===== src/rtl/control_frame_builder_xor_bcc_defines.svh =====
// ----------------------------------------------------------------------------
// Control frame builder assertion macros
// Concurrent assertion wrappers, empty when SYNTHESIS is defined.
// ----------------------------------------------------------------------------
`ifndef CONTROL_FRAME_BUILDER_XOR_BCC_DEFINES_SVH
`define CONTROL_FRAME_BUILDER_XOR_BCC_DEFINES_SVH

`ifndef SYNTHESIS
`define CFB_ASSERT(label, clk, rst, prop) \
   label: assert property (@(posedge clk) disable iff (rst) prop) \
      else $error("assertion failed");
`define CFB_ASSERT_ALWAYS(label, clk, prop) \
   label: assert property (@(posedge clk) prop) \
      else $error("assertion failed");
`else
`define CFB_ASSERT(label, clk, rst, prop)
`define CFB_ASSERT_ALWAYS(label, clk, prop)
`endif

`endif


===== src/rtl/cfb_pkg.sv =====
// ----------------------------------------------------------------------------
// Control frame builder package
// Request kinds, frame characters, queued request layout and helpers.
// ----------------------------------------------------------------------------
package cfb_pkg;

   typedef enum logic [1:0] {
      KIND_CMD  = 2'd0,
      KIND_GET  = 2'd1,
      KIND_SET  = 2'd2,
      KIND_NONE = 2'd3
   } kind_type;

   typedef enum logic {
      BK_IDLE,
      BK_SEND
   } bk_state_type;

   localparam logic [7:0] CSR_RESERVE = 8'd0;
   localparam logic [7:0] CSR_SOURCE  = 8'd1;
   localparam logic [7:0] CSR_RESET   = 8'h30;

   localparam logic [7:0] CHR_SOH  = 8'h01;
   localparam logic [7:0] CHR_STX  = 8'h02;
   localparam logic [7:0] CHR_ETX  = 8'h03;
   localparam logic [7:0] CHR_CR   = 8'h0D;
   localparam logic [7:0] CHR_ZERO = 8'h30;
   localparam logic [7:0] CHR_A    = 8'h41;
   localparam logic [7:0] CHR_C    = 8'h43;
   localparam logic [7:0] CHR_E    = 8'h45;

   localparam logic [4:0] LAST_CMD = 5'd12;
   localparam logic [4:0] LAST_GET = 5'd14;
   localparam logic [4:0] LAST_SET = 5'd18;

   localparam int QUEUE_DEPTH = 2;

   typedef struct packed {
      kind_type    kind;
      logic [7:0]  dest_id;
      logic [7:0]  body_length;
      logic [7:0]  cmd_code;
      logic [7:0]  page_code;
      logic [7:0]  op_code;
      logic [31:0] value_chars;
   } request_type;

   function automatic logic [7:0] hex_char(input logic [3:0] nib);
      logic [7:0] wide;
      wide = {4'd0, nib};
      if (nib < 4'd10) begin
         hex_char = 8'(CHR_ZERO + wide);
      end else begin
         hex_char = 8'(CHR_A - 8'd10 + wide);
      end
   endfunction

   function automatic logic [4:0] frame_last(input kind_type kind);
      unique case (kind)
         KIND_GET: frame_last = LAST_GET;
         KIND_SET: frame_last = LAST_SET;
         default:  frame_last = LAST_CMD;
      endcase
   endfunction

endpackage


===== src/rtl/control_frame_builder_xor_bcc.sv =====
// ----------------------------------------------------------------------------
// Control frame builder with XOR block check
// A request reaches the result ports through queue, held and output registers.
// The back-end byte sequencer sends 13, 15 or 19 words (command, get, set) per
// frame, one per cycle while the output is free; a 2-entry queue decouples.
// Reset clears queue, sequencer and output valid flag; config returns to 0x30.
// ----------------------------------------------------------------------------
module control_frame_builder_xor_bcc
   import cfb_pkg::*;
(
   input  logic        clock,
   input  logic        reset,
   input  logic        csr_valid,
   output logic        csr_ready,
   input  logic [7:0]  csr_index,
   input  logic [7:0]  csr_data,
   input  logic        push,
   output logic        full,
   input  logic [1:0]  req_type,
   input  logic [7:0]  req_dest_id,
   input  logic [7:0]  req_body_length,
   input  logic [7:0]  req_cmd_code,
   input  logic [7:0]  req_page_code,
   input  logic [7:0]  req_op_code,
   input  logic [31:0] req_value_chars,
   output logic        empty,
   input  logic        pop,
   output logic [7:0]  rsp_out_byte,
   output logic        rsp_last_byte
);

   logic        q_valid;
   logic        q_take;
   request_type q_req;

   cfb_front u_front (
      .clock           (clock),
      .reset           (reset),
      .push            (push),
      .full            (full),
      .req_type        (req_type),
      .req_dest_id     (req_dest_id),
      .req_body_length (req_body_length),
      .req_cmd_code    (req_cmd_code),
      .req_page_code   (req_page_code),
      .req_op_code     (req_op_code),
      .req_value_chars (req_value_chars),
      .q_valid         (q_valid),
      .q_req           (q_req),
      .q_take          (q_take)
   );

   cfb_back u_back (
      .clock         (clock),
      .reset         (reset),
      .csr_valid     (csr_valid),
      .csr_ready     (csr_ready),
      .csr_index     (csr_index),
      .csr_data      (csr_data),
      .q_valid       (q_valid),
      .q_req         (q_req),
      .q_take        (q_take),
      .empty         (empty),
      .pop           (pop),
      .rsp_out_byte  (rsp_out_byte),
      .rsp_last_byte (rsp_last_byte)
   );

endmodule


===== src/rtl/cfb_front.sv =====
// ----------------------------------------------------------------------------
// Control frame builder front end
// Accepts requests, drops the unused kind and queues the rest for the back end.
// ----------------------------------------------------------------------------
module cfb_front
   import cfb_pkg::*;
(
   input  logic        clock,
   input  logic        reset,
   input  logic        push,
   output logic        full,
   input  logic [1:0]  req_type,
   input  logic [7:0]  req_dest_id,
   input  logic [7:0]  req_body_length,
   input  logic [7:0]  req_cmd_code,
   input  logic [7:0]  req_page_code,
   input  logic [7:0]  req_op_code,
   input  logic [31:0] req_value_chars,
   output logic        q_valid,
   output request_type q_req,
   input  logic        q_take
);

   localparam int PTR_W = $clog2(QUEUE_DEPTH);
   localparam int CNT_W = $clog2(QUEUE_DEPTH + 1);

   request_type        mem_ff [QUEUE_DEPTH];
   logic [PTR_W-1:0]   wr_ptr_ff, wr_ptr_in;
   logic [PTR_W-1:0]   rd_ptr_ff, rd_ptr_in;
   logic [CNT_W-1:0]   count_ff, count_in;
   request_type        incoming;
   logic               wr_en;

   assign full    = (count_ff == CNT_W'(QUEUE_DEPTH));
   assign q_valid = (count_ff != '0);
   assign q_req   = mem_ff[rd_ptr_ff];

   always_comb begin
      incoming.kind        = kind_type'(req_type);
      incoming.dest_id     = req_dest_id;
      incoming.body_length = req_body_length;
      incoming.cmd_code    = req_cmd_code;
      incoming.page_code   = req_page_code;
      incoming.op_code     = req_op_code;
      incoming.value_chars = req_value_chars;
   end

   // drop the unused kind at the door
   assign wr_en = push && !full && (incoming.kind != KIND_NONE);

   always_comb begin
      wr_ptr_in = wr_ptr_ff;
      rd_ptr_in = rd_ptr_ff;
      count_in  = count_ff;
      if (wr_en) begin
         wr_ptr_in = (wr_ptr_ff == PTR_W'(QUEUE_DEPTH - 1)) ? '0 : PTR_W'(wr_ptr_ff + 1'b1);
      end
      if (q_take) begin
         rd_ptr_in = (rd_ptr_ff == PTR_W'(QUEUE_DEPTH - 1)) ? '0 : PTR_W'(rd_ptr_ff + 1'b1);
      end
      if (wr_en && !q_take) begin
         count_in = CNT_W'(count_ff + 1'b1);
      end else if (!wr_en && q_take) begin
         count_in = CNT_W'(count_ff - 1'b1);
      end
   end

   always_ff @(posedge clock) begin
      if (reset) begin
         wr_ptr_ff <= '0;
         rd_ptr_ff <= '0;
         count_ff  <= '0;
      end else begin
         wr_ptr_ff <= wr_ptr_in;
         rd_ptr_ff <= rd_ptr_in;
         count_ff  <= count_in;
      end
   end

   always_ff @(posedge clock) begin
      if (wr_en) begin
         mem_ff[wr_ptr_ff] <= incoming;
      end
   end

endmodule


===== src/rtl/cfb_back.sv =====
// ----------------------------------------------------------------------------
// Control frame builder back end
// Sequences frame bytes with a running XOR check into an output register, one
// per cycle while that register is free; holds the configuration registers.
// ----------------------------------------------------------------------------
`include "control_frame_builder_xor_bcc_defines.svh"

module cfb_back
   import cfb_pkg::*;
(
   input  logic        clock,
   input  logic        reset,
   input  logic        csr_valid,
   output logic        csr_ready,
   input  logic [7:0]  csr_index,
   input  logic [7:0]  csr_data,
   input  logic        q_valid,
   input  request_type q_req,
   output logic        q_take,
   output logic        empty,
   input  logic        pop,
   output logic [7:0]  rsp_out_byte,
   output logic        rsp_last_byte
);

   bk_state_type state_ff, state_in;
   logic [4:0]   idx_ff, idx_in;
   logic [7:0]   bcc_ff, bcc_in;
   request_type  held_ff, held_in;
   logic [7:0]   reserve_ff, source_ff;
   logic         out_valid_ff, out_valid_in;
   logic [7:0]   out_byte_ff, out_byte_in;
   logic         out_last_ff, out_last_in;
   logic [7:0]   cur_byte;
   logic [4:0]   last_idx;
   logic         is_last;
   logic         out_free;
   logic         emit;
   logic [7:0]   letter;

   assign csr_ready     = 1'b1;
   assign empty         = !out_valid_ff;
   assign rsp_out_byte  = out_byte_ff;
   assign rsp_last_byte = out_last_ff;
   assign out_free      = !out_valid_ff || pop;
   assign last_idx      = frame_last(held_ff.kind);
   assign is_last       = (idx_ff == last_idx);

   always_ff @(posedge clock) begin
      if (reset) begin
         reserve_ff <= CSR_RESET;
         source_ff  <= CSR_RESET;
      end else if (csr_valid) begin
         if (csr_index == CSR_RESERVE) begin
            reserve_ff <= csr_data;
         end else if (csr_index == CSR_SOURCE) begin
            source_ff <= csr_data;
         end
      end
   end

   always_comb begin
      unique case (held_ff.kind)
         KIND_GET: letter = CHR_C;
         KIND_SET: letter = CHR_E;
         default:  letter = CHR_A;
      endcase
   end

   always_comb begin
      priority if (is_last) begin
         cur_byte = CHR_CR;
      end else if (idx_ff == 5'(last_idx - 5'd1)) begin
         cur_byte = bcc_ff;
      end else if (idx_ff == 5'(last_idx - 5'd2)) begin
         cur_byte = CHR_ETX;
      end else begin
         unique case (idx_ff)
            5'd0:    cur_byte = CHR_SOH;
            5'd1:    cur_byte = reserve_ff;
            5'd2:    cur_byte = held_ff.dest_id;
            5'd3:    cur_byte = source_ff;
            5'd4:    cur_byte = letter;
            5'd5:    cur_byte = hex_char(held_ff.body_length[7:4]);
            5'd6:    cur_byte = hex_char(held_ff.body_length[3:0]);
            5'd7:    cur_byte = CHR_STX;
            5'd8:    cur_byte = (held_ff.kind == KIND_CMD) ?
                                hex_char(held_ff.cmd_code[7:4]) :
                                hex_char(held_ff.page_code[7:4]);
            5'd9:    cur_byte = (held_ff.kind == KIND_CMD) ?
                                hex_char(held_ff.cmd_code[3:0]) :
                                hex_char(held_ff.page_code[3:0]);
            5'd10:   cur_byte = hex_char(held_ff.op_code[7:4]);
            5'd11:   cur_byte = hex_char(held_ff.op_code[3:0]);
            5'd12:   cur_byte = held_ff.value_chars[31:24];
            5'd13:   cur_byte = held_ff.value_chars[23:16];
            5'd14:   cur_byte = held_ff.value_chars[15:8];
            5'd15:   cur_byte = held_ff.value_chars[7:0];
            default: cur_byte = CHR_CR;
         endcase
      end
   end

   always_comb begin
      state_in     = state_ff;
      idx_in       = idx_ff;
      bcc_in       = bcc_ff;
      held_in      = held_ff;
      q_take       = 1'b0;
      emit         = 1'b0;
      out_byte_in  = out_byte_ff;
      out_last_in  = out_last_ff;
      out_valid_in = out_valid_ff && !pop;
      unique case (state_ff)
         BK_IDLE: begin
            if (q_valid) begin
               held_in  = q_req;
               q_take   = 1'b1;
               idx_in   = '0;
               state_in = BK_SEND;
            end
         end
         BK_SEND: begin
            if (out_free) begin
               emit = 1'b1;
               if (idx_ff == '0) begin
                  bcc_in = '0;
               end else if (idx_ff <= 5'(last_idx - 5'd2)) begin
                  bcc_in = bcc_ff ^ cur_byte;
               end
               if (is_last) begin
                  idx_in = '0;
                  if (q_valid) begin
                     held_in = q_req;
                     q_take  = 1'b1;
                  end else begin
                     state_in = BK_IDLE;
                  end
               end else begin
                  idx_in = 5'(idx_ff + 5'd1);
               end
            end
         end
         default: state_in = BK_IDLE;
      endcase
      if (emit) begin
         out_valid_in = 1'b1;
         out_byte_in  = cur_byte;
         out_last_in  = is_last;
      end
   end

   always_ff @(posedge clock) begin
      if (reset) begin
         state_ff     <= BK_IDLE;
         idx_ff       <= '0;
         bcc_ff       <= '0;
         out_valid_ff <= 1'b0;
      end else begin
         state_ff     <= state_in;
         idx_ff       <= idx_in;
         bcc_ff       <= bcc_in;
         out_valid_ff <= out_valid_in;
      end
   end

   always_ff @(posedge clock) begin
      held_ff     <= held_in;
      out_byte_ff <= out_byte_in;
      out_last_ff <= out_last_in;
   end

   `CFB_ASSERT(a_last_is_cr, clock, reset, out_valid_ff && out_last_ff |-> out_byte_ff == CHR_CR)
   `CFB_ASSERT(a_idx_bound, clock, reset, state_ff == BK_SEND |-> idx_ff <= last_idx)
   `CFB_ASSERT(a_hold_word, clock, reset, out_valid_ff && !pop |=> out_valid_ff && $stable(out_byte_ff))
   `CFB_ASSERT_ALWAYS(a_take_valid, clock, !reset && q_take |-> q_valid)

endmodule


===== config.mk =====
export PLATFORM = sky130hd
export DESIGN_NAME = control_frame_builder_xor_bcc
export DESIGN_NICKNAME = d
export VERILOG_FILES = /design/src/rtl/cfb_pkg.sv /design/src/rtl/control_frame_builder_xor_bcc.sv /design/src/rtl/cfb_front.sv /design/src/rtl/cfb_back.sv
export VERILOG_INCLUDE_DIRS = /design/src /design/src/rtl
export SDC_FILE = /design/constraint.sdc
export NUM_CORES = 1
export LEC_CHECK = 0
export BUFFER_PORTS_ARGS = -buffer_cell sky130_fd_sc_hd__clkbuf_2
export CAP_MARGIN = 20
export CORE_MARGIN = 3
export CORE_UTILIZATION = 55
export CTS_BUF_LIST = sky130_fd_sc_hd__clkbuf_16
export DETAILED_ROUTE_END_ITERATION = 16
export PLACE_DENSITY = 0.83
export SLEW_MARGIN = 20
export SYNTH_ARGS = -nofsm -noshare
export SYNTH_HDL_FRONTEND = slang
export SYNTH_SLANG_ARGS = --single-unit

===== constraint.sdc =====
create_clock -name clock -period 8.13 [get_ports clock]
set_input_delay 0.813 -clock clock [delete_from_list [all_inputs] [get_ports clock]]
set_output_delay 0.813 -clock clock [all_outputs]
set_load 0.05 [all_outputs]

== After elaboration in Yosys (flattened, before gate mapping) ==
Memory sizes are Yosys's and may differ from the RTL's. A register that Yosys moved wholly into a read port is not among the register bits.
Index checks and enable logic that the tools add are counted.
Word-level totals
  logic and storage cells: 146
  memories kept: 1
  RAM bits: 148
  flip-flop bits (word level): 118
Memory list
  u_front.mem_ff: words 2, bits a word 74, rd ports 1, clocked after memory_dff 1, wr ports 1, line cfb_front.sv:27  | request_type mem_ff [QUEUE_DEPTH];
Operators by class
  eq/ne operators: 26
  order comparisons: 9
  muxes and demuxes: 44
  reduce and logical (&&, ||, !) cells: 22
  $add $sub $neg: 23
  bitwise gates (word level): 3
Operator list (number)
  two-way mux 74 bit: 3
  one-hot mux 74 bit (2 select lines): 1
  one-hot mux 8 bit (16 select lines): 1
  two-way mux 8 bit: 15
  adder 6 x 4 -> 7 bit (first input constant): 16
  == test 5 x 4 -> 1 bit (second input constant): 8
  less-than comparator 4 bit (second input constant): 8
  == test 5 x 3 -> 1 bit (second input constant): 4
  one-hot mux 5 bit (2 select lines): 2
  == test 5 bit: 3
  two-way mux 5 bit: 3
  two-way mux 1 bit: 14
  == test 5 x 2 -> 1 bit (second input constant): 2
  == test 8 x 1 -> 1 bit (second input constant): 1
  logical NOT 8 bit: 1
  inequality test 2 bit (second input constant): 4
  bitwise XOR 8 bit: 1
  one-hot mux 3 bit (2 select lines): 1
  AND reduction 2 bit: 3
  AND reduction 3 bit: 2
  nonzero test 2 bit: 3
  adder 5 x 1 -> 5 bit (second input constant): 1
  == test 5 x 1 -> 1 bit (second input constant): 1
  less-or-equal comparator 5 bit: 1
  other kinds (15): 28

== Longest topological paths before layout ==
  word-level depth: 10
  mapped depth: 13
  mapped depth without buffers: 13

== Hierarchy ==
A second synthesis with hierarchy kept.
Second synthesis, totals
  cell total of the unflattened synthesis: 783
  area total of the unflattened synthesis: 11467.2 µm²
Modules (own cells, without submodules)
  cfb_back: area an instance 5888.1 µm², cells each 528, times used 1
  cfb_front: area an instance 5579.1 µm², cells each 255, times used 1

== Worst setup path before layout ==
OpenSTA, ideal clock, no wires.
  kind: register to register
  from: reg u_back.held_ff[73] in the netlist's numbering
  to: reg u_front.count_ff[1]
  setup time: 0.070 ns
  arrival time: 6.012 ns
  setup slack: 2.048 ns
  cell stages (with the launch flop): 14
  period minus slack after synthesis: 6.082 ns
  cell sequence: edfxtp_1 > inv_1 > ha_1 > inv_1 > ha_1 > nor2_1 > o211ai_4 > o21ai_0 > nor2b_1 > inv_1 > ha_1 > xor2_1 > or3_1 > a21oi_1
Between the ends
  word-level cells in the longest chain between the ends: 9
  elaborated cells between the ends (all ways): 12
  classes of those cells: eq/ne: 3; mux: 5; reduce/logical: 4
Ends and longest elaborated chain
  from (decl): line cfb_back.sv:29  | request_type held_ff, held_in;
  from (signal assigned): line cfb_back.sv:168  | held_ff <= held_in;
  == test 2 bit or == test 2 x 1 -> 1 bit (tied branches): line cfb_pkg.sv:59  | unique case (kind)
  one-hot mux 5 bit (2 select lines) *: line cfb_pkg.sv:59
  == test 5 bit *: line cfb_back.sv:47  | assign is_last = (idx_ff == last_idx);
  two-way mux 1 bit *: line cfb_back.sv:131  | if (is_last) begin
  two-way mux 1 bit *: line cfb_back.sv:124  | if (out_free) begin
  one-hot mux 1 bit (2 select lines) *: line cfb_back.sv:114  | unique case (state_ff)
  logical NOT 1 bit: line cfb_front.sv:61  | if (wr_en && !q_take) begin
  logical AND 1 bit: line cfb_front.sv:61
  two-way mux 2 bit or nonzero test 2 bit (tied branches)
  to (signal assigned): line cfb_front.sv:76  | count_ff <= count_in;
  to (decl): line cfb_front.sv:30  | logic [CNT_W-1:0] count_ff, count_in;
Every way passes the cells marked *; elsewhere a longest branch is shown, timed or not.
A chain may end at the register's enable or synchronous reset.

== Worst setup path after layout ==
  from: reg u_back.idx_ff[2]
  to: reg u_front.count_ff[1]
Between the ends
  word-level cells in the longest chain between the ends: 7
  elaborated cells between the ends (all ways): 9
  classes of those cells: eq/ne: 1; mux: 4; reduce/logical: 4
Ends and longest elaborated chain
  from (decl): line cfb_back.sv:27  | logic [4:0] idx_ff, idx_in;
  from (signal assigned): line cfb_back.sv:161  | idx_ff <= idx_in;
  == test 5 bit *: line cfb_back.sv:47
  two-way mux 1 bit *: line cfb_back.sv:131
  two-way mux 1 bit *: line cfb_back.sv:124
  one-hot mux 1 bit (2 select lines) *: line cfb_back.sv:114
  logical NOT 1 bit: line cfb_front.sv:61
  logical AND 1 bit: line cfb_front.sv:61
  two-way mux 2 bit or nonzero test 2 bit (tied branches)
Marked as above.

==> results.yml <==
yosys:
  syn_avg_cell_area_um2: 14.6
  yosysMostFrequentCell: "edfxtp_1"
  synth_warnings: 0
  ys_ff_latch: 267
  synth_top_flop_cell: "edfxtp_1"
  synthArstFlopShare_pct: 0
  ys_types: 74
  synthTopCellsByArea: "edfxtp_1, mux2_2, dfxtp_1"
  syn_area_um2: 11400
  synth_top_area_cell: "edfxtp_1"
  yosys-top-cells-count: "edfxtp_1, mux2_2, nor2_1"
  synth_edf_count: 231
  synth-seq-area-share_pct: 67.4
  netlist_instances: 780
  syn_nets: 897
  synth_top_area_share_pct: 61.1
route:
  wl_um: 22400
  wl_per_cell_um: 19.1
  ant_nets: 0
  met3WireLength_um: 1570
  wl_met1_um: 9450
  first_pass_iters: 5
  via_count: 6839
  met2WireLength_um: 10900
  drc_errors: 0
  drt_iter0_markers: 577
  highest-signal-layer: "met4"
  via_per_inst: 5.82
flow_run:
  maxCapViolCount: 0
worst_setup_path:
  cp_data_arrival_time_ps: 4100
  crit_chain: "nor3b_1, o211ai_4, o21ai_0, nor2b_4, buf_4, inv_1, ha_1, or3_1, a21oi_1"
  setup.worst_path.end_class: "register"
  cp_data_required_time_ps: 8590
  crit_type: "reg -> reg"
  cp_slowest_cell: "dfxtp_1"
  cp_top_family: "simple AND/OR/NAND/NOR gates"
  path_max_fanout: 76
  crit_buf_inv: 2
  max_stage_delay_ps: 890
  start_kind: "register"
placement:
  place_area_um2: 12100
  dp_hpwl_um: 14800
  port-buffer-count: 105
  gp_congestion: 0.925
  place_inst: 1125
finish:
  nets: 1006
  fin_util_pct: 65.2
  drive_gt1_share_pct: 26.6
  design_area_um2: 12900
  fillers: 1386
  fin_cells: 1176
  area_delta_synth_final_pct: 14.0
cts:
  cts_made_buffers: 27
  clk_pin_slew_ps: 70
  cts_resized: 0
  cts_root_buffer: "clkbuf_16"
  cts_setup_buffers: 0
  hold_buffers: 0
  htreeDepth: 1
  clock-sinks: 267
  clk_path_buf_depth: 3
  cts_tree: "yes"
  clock_latency_ps: 540
grt:
  grt_pass1_vias: 6830
  grt_pass1_wl_um: 35900
  grt.total_usage_pct: 20.3
  grt_max_degree: 77
  antenna_found_initial: 0
  grt.overflow.total: 0
timing:
  min_period_ps: 3640
  setup_viol: 0
  clock_skew_ps: 24.5
  tightest_slew_ps: 1130
  max_clock_freq_ghz: 0.275
  period_share_pct: 44.7
  relSlewSlack_pct: 24.1
  rsz0062_at_grt: "false"
  slew_viol_final: 0
  timing.final.hold_violations: 0
  fin_setup_tns_ps: 0
power_and_ir_drop:
  p_leak_uw: 0.00470
  vdd_drop_max_v: 0.000215
  p_total_uw: 4090
  combPwrFrac_pct: 22.7
  power_density_nw_per_um2: 316
  pwr-share-seq_pct: 48.4
  switching_share_pct: 29.2
  power_switching_uw: 1190
  p_clk_share_pct: 28.9
  cellInternalPower_uw: 2890
outcome:
  status: "complete, no violations"
floorplanning:
  io_pins: 107
  fp.dieW_um: 150
  start_util_pct: 57.2
  placementRows: 51
  coreArea_um2: 19800
  fp.dieH_um: 150
  die_area_um2: 22400
min_path:
  min_path_type: "in -> reg"
==> cell type report <==
cell class | instances | area (µm²) | area share [%]
inverter | 35 | 131 | 1.01
antenna | 1 | 2.50 | 0.0193
sequential | 267 | 7660 | 59.2
timing repair buffer | 108 | 548 | 4.23
tap | 265 | 332 | 2.56
multi-input combinational | 450 | 3420 | 26.4
clock buffer | 27 | 676 | 5.22
clock inverter | 23 | 179 | 1.38
==> cell families (layout without fill, tap and decap cells) <==
logic type,count (synthesis),after routing,share of synthesized area [%]
buffers and inverters,63,193,2.61
AO/OA/AOI/OAI,143,143,8.48
AND/OR/NAND/NOR,183,183,9.44
other,1,2,0.0330
multiplexers,88,88,8.57
XOR/XNOR,13,13,1.00
adder cells (fa/ha/maj),22,22,2.42
flip-flops,267,267,67.4
==> power groups by stage <==
stage	combinational (µW)	clock [µW]	sequential (µW)
final	927	1180	1980
after global routing	1030	1260	2000
after CTS	933	1200	1980
after detailed placement	924	0	2000
after global placement	905	0	1990
after floorplan	656	0	2030
==> path summary, 6_finish.rpt <==
check | start | endpoint | slack (ps) | depth (start not counted)
worst max register to register | u_back.idx_ff[2] | u_front.count_ff[1] | 4490 | 9
worst max-delay path | u_back.idx_ff[2] | u_front.count_ff[1] | 4490 | 9
worst min register to register | u_back.source_ff[4] | u_back.source_ff[4] | 470 | 1
worst min-delay path | req_value_chars[2] | u_front.mem_ff[0][2] | 460 | 1
==> registers in the layout (all words and copies together) (netlist names), named ones only <==
register / cells
u_back.held_ff: 74
u_back.idx_ff: 5
u_back.source_ff: 8
u_back.out_valid_ff: 1
u_back.rsp_last_byte: 1
u_back.reserve_ff: 8
u_back.rsp_out_byte: 8
u_back.state_ff: 1
u_front.wr_ptr_ff: 1
u_front.count_ff: 2
u_front.mem_ff: 148
u_back.bcc_ff: 8
u_front.rd_ptr_ff: 1
==> layout by cell type (no fill, tap or decap), drive strengths merged, types with 7 or more instances in the layout <==
cell and count:
nor2b 15, clkinv 7, mux2 74, edfxtp 231
xnor2 11, nor2 45, and4b 8, ha 22
a211oi 10, nand2 36, dfxtp 36, nand3 20
clkbuf 132, nor3 7, o21ai 28, o211ai 7
inv 47, a21oi 38, mux2i 14, a22oi 16
==> metal layers <==
metal | up-vias | GRT usage [%]
met5 | - | 0
met4 | 0 | 5.95
met3 | 45 | 4.12
met2 | 241 | 33.4
met1 | 3320 | 27.7
li1 | 3233 | -
==> stage by stage <==
step                      hold slack [ps]  setup slack [ps]
final                                 457              4490
after global routing                  444              4090
after CTS                             441              4440
after detailed placement              449              4450
after global placement                447              4580
after floorplan                       435              2050
==> worst reg2reg max path, cell delays in order, from the launching register on <==
cell      delay, ps
dfxtp_1         890
nor3b_1         410
o211ai_4        190
o21ai_0         260
nor2b_4         170
buf_4           680
inv_1           110
ha_1            360
or3_1           350
a21oi_1         140
Power figures use the tool's default switching activity.
